==> config.mk <==
export PLATFORM = sky130hd
export DESIGN_NAME = rgt_edge_check
export DESIGN_NICKNAME = d
export VERILOG_FILES = /design/src/rtl/rgt_pkg.sv /design/src/rtl/rgt_edge_check.sv
export SDC_FILE = /design/constraint.sdc
export NUM_CORES = 2
export LEC_CHECK = 0
export BUFFER_PORTS_ARGS = -buffer_cell sky130_fd_sc_hd__buf_2
export CAP_MARGIN = 20
export CORE_MARGIN = 1.5
export CORE_UTILIZATION = 40
export DETAILED_ROUTE_END_ITERATION = 6
export PLACE_DENSITY_LB_ADDON = 0.15
export SLEW_MARGIN = 5
export SYNTH_ARGS = -nofsm -noshare
export SYNTH_HDL_FRONTEND = slang
export SYNTH_SLANG_ARGS = --single-unit
==> constraint.sdc <==
create_clock -name clock -period 15.5 [get_ports clock]
set_input_delay 0.775 -clock clock [delete_from_list [all_inputs] [get_ports clock]]
set_output_delay 0.775 -clock clock [all_outputs]
set_load 0.05 [all_outputs]
==> src/rtl/rgt_pkg.sv <==
// ----------------------------------------------------------------------------
// rgt_pkg
// Shared constants and types of the range grid triangulation block.
// ----------------------------------------------------------------------------
`default_nettype none

package rgt_pkg;

   // default sizes handed to the top level parameters
   localparam int DEFAULT_MAX_WIDTH  = 1024;
   localparam int DEFAULT_MAX_HEIGHT = 1024;
   localparam int DEFAULT_COORD_BITS = 24;

   // fixed field widths
   localparam int IDX_BITS       = 20;
   localparam int DIM_BITS       = 11;
   localparam int LIMIT_BITS     = 52;
   localparam int CSR_INDEX_BITS = 2;

   // a coordinate difference at or above 2^DIFF_BITS always fails the limit
   localparam int DIFF_BITS = 26;

   localparam int MIN_DIM = 2;

   // result queue
   localparam int QUEUE_DEPTH = 16;

   // register reset values
   localparam logic [DIM_BITS-1:0]   RESET_IMAGE_WIDTH  = 11'd640;
   localparam logic [DIM_BITS-1:0]   RESET_IMAGE_HEIGHT = 11'd480;
   localparam logic [LIMIT_BITS-1:0] RESET_EDGE_LIMIT   = 52'd429497;

   typedef enum logic [CSR_INDEX_BITS-1:0] {
      CSR_IMAGE_WIDTH  = 2'd0,
      CSR_IMAGE_HEIGHT = 2'd1,
      CSR_EDGE_LIMIT   = 2'd2
   } csr_index_type;

   // vertex indices of the four quad corners
   typedef struct packed {
      logic [IDX_BITS-1:0] top_left;
      logic [IDX_BITS-1:0] top_right;
      logic [IDX_BITS-1:0] bottom_left;
      logic [IDX_BITS-1:0] bottom_right;
   } quad_idx_type;

   typedef struct packed {
      quad_idx_type idx;
      logic         first_ok;
      logic         second_ok;
   } queue_entry_type;

endpackage

`default_nettype wire

==> src/rtl/rgt_edge_check.sv <==
// ----------------------------------------------------------------------------
// rgt_edge_check
// Three-stage pipelined check that the squared distance between two points
// is strictly below a limit: abs difference, squares, sum and compare.
// ----------------------------------------------------------------------------
`default_nettype none

module rgt_edge_check #(
   parameter int COORD_BITS = rgt_pkg::DEFAULT_COORD_BITS
) (
   input  wire logic                            clock,
   input  wire logic [3*COORD_BITS-1:0]         p_pos,
   input  wire logic [3*COORD_BITS-1:0]         q_pos,
   input  wire logic [rgt_pkg::LIMIT_BITS-1:0]  limit,
   output logic                                 edge_short
);

   localparam int DW   = COORD_BITS + 1;
   localparam int SQW  = 2 * rgt_pkg::DIFF_BITS;
   localparam int SUMW = SQW + 2;

   logic [DW-1:0]                  diff [3];
   logic [DW-1:0]                  mag [3];
   logic [2:0]                     big;
   logic [rgt_pkg::DIFF_BITS-1:0]  dist_ff [3];
   logic                           big_a_ff;
   logic [SQW-1:0]                 sq_ff [3];
   logic                           big_b_ff;
   logic [SUMW-1:0]                sum;
   logic                           edge_short_ff;

   always_comb begin
      for (int k = 0; k < 3; k++) begin
         diff[k] = {p_pos[k*COORD_BITS+COORD_BITS-1], p_pos[k*COORD_BITS +: COORD_BITS]}
                 - {q_pos[k*COORD_BITS+COORD_BITS-1], q_pos[k*COORD_BITS +: COORD_BITS]};
         mag[k]  = diff[k][DW-1] ? (~diff[k] + 1'b1) : diff[k];
         big[k]  = |(mag[k] >> rgt_pkg::DIFF_BITS);
      end
   end

   always_ff @(posedge clock) begin
      for (int k = 0; k < 3; k++) begin
         dist_ff[k] <= rgt_pkg::DIFF_BITS'(mag[k]);
         sq_ff[k]   <= dist_ff[k] * dist_ff[k];
      end
      big_a_ff <= |big;
      big_b_ff <= big_a_ff;
   end

   assign sum = SUMW'(sq_ff[0]) + SUMW'(sq_ff[1]) + SUMW'(sq_ff[2]);

   always_ff @(posedge clock) begin
      edge_short_ff <= !big_b_ff && (sum < SUMW'(limit));
   end

   assign edge_short = edge_short_ff;

endmodule

`default_nettype wire

=== Word level (Yosys, flattened, before mapping) ===
Memory sizes are Yosys's and may differ from the RTL's.
Cells that the tools add are included.

* Multiply operators: 3
* Multiplexer cells: 3
* Magnitude comparators: 1
* $add $sub $neg: 8
* Bitwise gates (word level): 3

{| class="wikitable"
|+ Operators by type and width
! cell !! number
|-
| multiplier 26 x 26 -> 52 bit || 3
|-
| adder 25 x 1 -> 25 bit, second input constant || 3
|-
| two-way mux 25 bit || 3
|-
| inverter 25 bit || 3
|-
| subtractor 24 x 24 -> 25 bit || 3
|-
| adder 54 x 52 -> 54 bit || 1
|-
| < comparator 54 x 52 -> 1 bit || 1
|-
| adder 52 x 52 -> 53 bit || 1
|}

* Memory bits (writable): 231
* Memories kept: 2
* Register bits: 1
* Input bits: 197

{| class="wikitable"
|+ Memories
! memory !! depth !! bits a word !! rd ports !! clocked after memory_dff !! wr ports !! RTL line !! text
|-
| sq_ff || 3 || 52 || 3 || 0 || 3 || rgt_edge_check.sv:27 || <nowiki>logic [SQW-1:0] sq_ff [3];</nowiki>
|-
| dist_ff || 3 || 25 || 3 || 0 || 3 || rgt_edge_check.sv:25 || <nowiki>logic [rgt_pkg::DIFF_BITS-1:0] dist_ff [3];</nowiki>
|}

=== Longest topological paths before layout ===
* Word-level depth: 4
* Gate-level depth with buffers: 34
* Mapped depth without buffers: 34

=== Worst setup path after synthesis ===
Ideal clock, no wire load.

* Kind: register to register
* Start: mem dist_ff[0][38] (netlist name)
* End: mem sq_ff[0][96] (netlist name)
* Cell stages (with the launch flop): 27
* Setup slack: 8.308 ns
* Data required time: 15.372 ns
* Data arrival time: 7.065 ns
* Cells stage by stage: dfxtp_1 -> clkbuf_1 -> nand2_1 -> fa_1 -> inv_1 -> fa_1 -> inv_1 -> fa_1 -> inv_1 -> fa_1 -> fa_1 -> fa_1 -> inv_1 -> fa_1 -> inv_1 -> ha_1 -> a21o_1 -> a21oi_1 -> o21ai_0 -> a2111oi_0 -> a31oi_1 -> a2111o_1 -> o211ai_1 -> o221ai_1 -> a21oi_1 -> o21ai_0 -> xor2_1

{| class="wikitable"
|+ RTL lines
! item !! RTL line
|-
| start, declared || rgt_edge_check.sv:25
|-
| end, declared || rgt_edge_check.sv:27
|}

==> metrics.md <==
| Metric | Value |
|---|---|
| Outcome | complete, no violations |
| R2R Path End | sq_ff[0][49] |
| CP arrival | between 8 and 9 ns |
| Seq cells post-synth | 229 |
| Seq/Total Area, Yosys | around 6.5% |
| Die Ht | 424 µm |
| GP Congestion | approximately 0.84 |
| Initial antenna violation count | 4 |
| Final core occ | about 43% |
| Cells taking the most area after synthesis | fa_1, ha_1, inv_1 |
| Type of the worst setup path | flop to flop |
| Maximum number of pins on one net before global-route repair | 31 |
| Count of hold-fix buffers inserted at cts | 0 |
| Area of the mapped netlist | around 70000 µm² |
| Max-cap viol count | 0 |
| Setup Skew | about 0.022 ns |
| RSZ-0062 raised after global routing | false |
| Reg-to-Reg Start | dist_ff[0][3] |
| CTS tree | yes |
| CP startpoint kind | flop |
| Setup crit end | sq_ff[0][49] |
| WP depth | 26 |
| Final worst path period share | 52.2% |
| Ys Warns | 0 |
| PostCTS Resize Cnt | 0 |
| Routed wire length | about 180 mm |
| First-pass GRT wire length | 293 mm |
| Drc violations | 0 |
| WL/cell | 17.1 µm |
| # port buffers | about 200 |
| CP delay by family, top | adder cells |
| Ys async rst share | 0% |
| GRT Util Overall | between 20% and 30% |
| Worst slew pin tran | a little under 1 ns |
| Most common cell in the netlist | inv_1 |
| Slew headroom | 34.1% |
| Cells on worst reg2reg path | 26 |
| HP Start | q_pos[48] |
| CTS Buf Count | 34 |
| Yosys cell types | between 80 and 90 |
| # rows | 154 |
| Crit path from | dist_ff[0][3] |
| Critical path peak fanout | 21 |
| Final Max Tran Viols | 0 |
| Num ports | 198 |
| Layout cell share with drive strength beyond 1 | approximately 4.7% |
| Worst-path clk slew | 0.06 ns |
| Post-route ant nets | 0 |
| Leading area contributor after synthesis | fa_1 |
| Worst-Skew Late Latency | around 0.6 ns |
| Worst Setup End Kind | flop |
| Area Overhead vs Synth | 6.97% |
| Post-synth top flop | dfxtp_1 |
| Reg-to-reg slack, setup | 7.41 ns |
| Antenna diodes | 0 |
| Die ar. | approximately 180000 µm² |
| Root Driver | clkbuf_16 |
| Worst Path Required | roughly 16 ns |
| Initial DRC Count | between 2000 and 2500 |
| H-tree Lvls | 2 |
| Avg Cell Area, Syn | roughly 9 µm² |
| Fill count | around 18000 |
| Worst hold path type | primary input to flop |
| Starting Density | roughly two fifths |
| Final Setup Violations | 0 |
| Syn Nets | roughly 10000 |
| Synth top area share | around two fifths |
| Number of flops mapped to enable cells by yosys | 0 |
| Nets | 10528 |
| Fin crit period | about 8 ns |
| Worst path bufs/invs | 6 |
| Max incr delay on CP | around 0.55 ns |
| Gr ovfl total | 0 |
| Die extent in x | between 400 and 500 µm |
| Vias in the first global route | 55581 |
| Slowest-stage cell, CP | fa_1 |
| Clock buffer depth | 3 |
| CTS Sinks | 229 |
| First-pass DRT Iterations | 5 |
| Postcts setup bufs | 0 |
| Post-Syn Instances | a little under 8000 |
| Setup TNS Final | 0 ns |
| Via/cell ratio | 4.89 |
| Synth top cells by count | inv_1, fa_1, ha_1 |
| Post-DP HPWL | 150 mm |
| Most used cell along the critical path | fa_1 |
| Final hold violations | 0 |
| Core box area | 176000 µm² |
| Fmax | about 0.12 GHz |
| Via Count | around 51000 |
[cell type report]
type,count,area (µm²),area share [%]
multi-input cells,5301,57300,75.6
inverters,2195,8240,10.9
flip-flops and latches,229,4580,6.05
well taps,2340,2930,3.86
repair buffers,277,1620,2.13
clock buffers,43,945,1.25
clock inverters,14,194,0.256
[worst min-delay path by stage]
stage,end,slack [ns],cells past startpoint
2_1_floorplan,sq_ff[0][0],0.40,0
3_3_place_gp,sq_ff[0][104],0.65,1
3_5_place_dp,sq_ff[0][104],0.64,1
4_1_cts,dist_ff[0][50],0.47,3
5_1_grt,dist_ff[0][25],0.50,3
6_report,dist_ff[0][50],0.51,3
[through the flow]
| step | std cells | instance area (µm²) | worst slack, ns | hold WS, ns |
|---|---|---|---|---|
| 2_1_floorplan | 7923 | 70900 | 8.31 | 0.400 |
| 3_3_place_gp | 10336 | 74600 | 7.27 | 0.647 |
| 3_5_place_dp | 10340 | 74600 | 7.20 | 0.638 |
| 4_1_cts | 10397 | 75800 | 7.17 | 0.474 |
| 5_1_grt | 10399 | 75800 | 6.93 | 0.501 |
| 6_report | 10399 | 75800 | 7.41 | 0.507 |
[state kept, by name, summed over array words and instances (netlist names)]
name,count
dist_ff,75
sq_ff,153
edge_short,1
[per-layer routing]
layer  up-vias  wire, µm  track usage (%)
li1      24324         -                -
met1     25595     77400             26.4
met2       770     91400             37.4
met3       170      5280             1.41
met4         0      4070             4.74
met5         -         0                0
[kinds of logic after synthesis]
family | Yosys count | share of synthesized area (%)
XOR/XNOR | 357 | 4.41
multiplexers | 9 | 0.129
AO/OA/AOI/OAI | 992 | 9.11
buffers and inverters | 2393 | 12.7
flip-flops | 229 | 6.47
adder cells (fa/ha/maj) | 2293 | 55.6
AND/OR/NAND/NOR | 1650 | 11.6
[worst reg2reg max path, cell delays in order, from the launching register on]
cell	delay [ns]
dfxtp_1	0.30
buf_4	0.31
inv_1	0.29
nor2_1	0.34
inv_1	0.12
fa_1	0.51
inv_1	0.05
fa_1	0.50
fa_1	0.55
ha_1	0.13
inv_1	0.05
fa_1	0.47
inv_1	0.06
fa_1	0.55
fa_1	0.45
ha_1	0.41
nand4_1	0.12
a211oi_1	0.17
o41ai_1	0.13
a211oi_1	0.51
o211ai_1	0.25
nor3_1	0.39
a311o_1	0.32
a31oi_1	0.16
o21ai_0	0.48
a31oi_1	0.18
xnor2_1	0.16
[cell usage in the layout, fill, tap and decap left out, drive strengths merged, types with 43 or more instances in the layout]
master / instances
nor2: 227
inv: 2200
nand2: 604
nor3: 72
a21o: 182
xor2: 112
fa: 1429
dfxtp: 229
o21ai: 188
nand3: 60
buf: 277
o21a: 59
and2: 419
xnor2: 245
nand2b: 44
a21oi: 287
nor2b: 54
clkbuf: 43
a31oi: 49
ha: 864
Power is left out: the tool's default activity adds up to more than one toggle a clock period on the data nets, which glitch-free logic cannot reach.
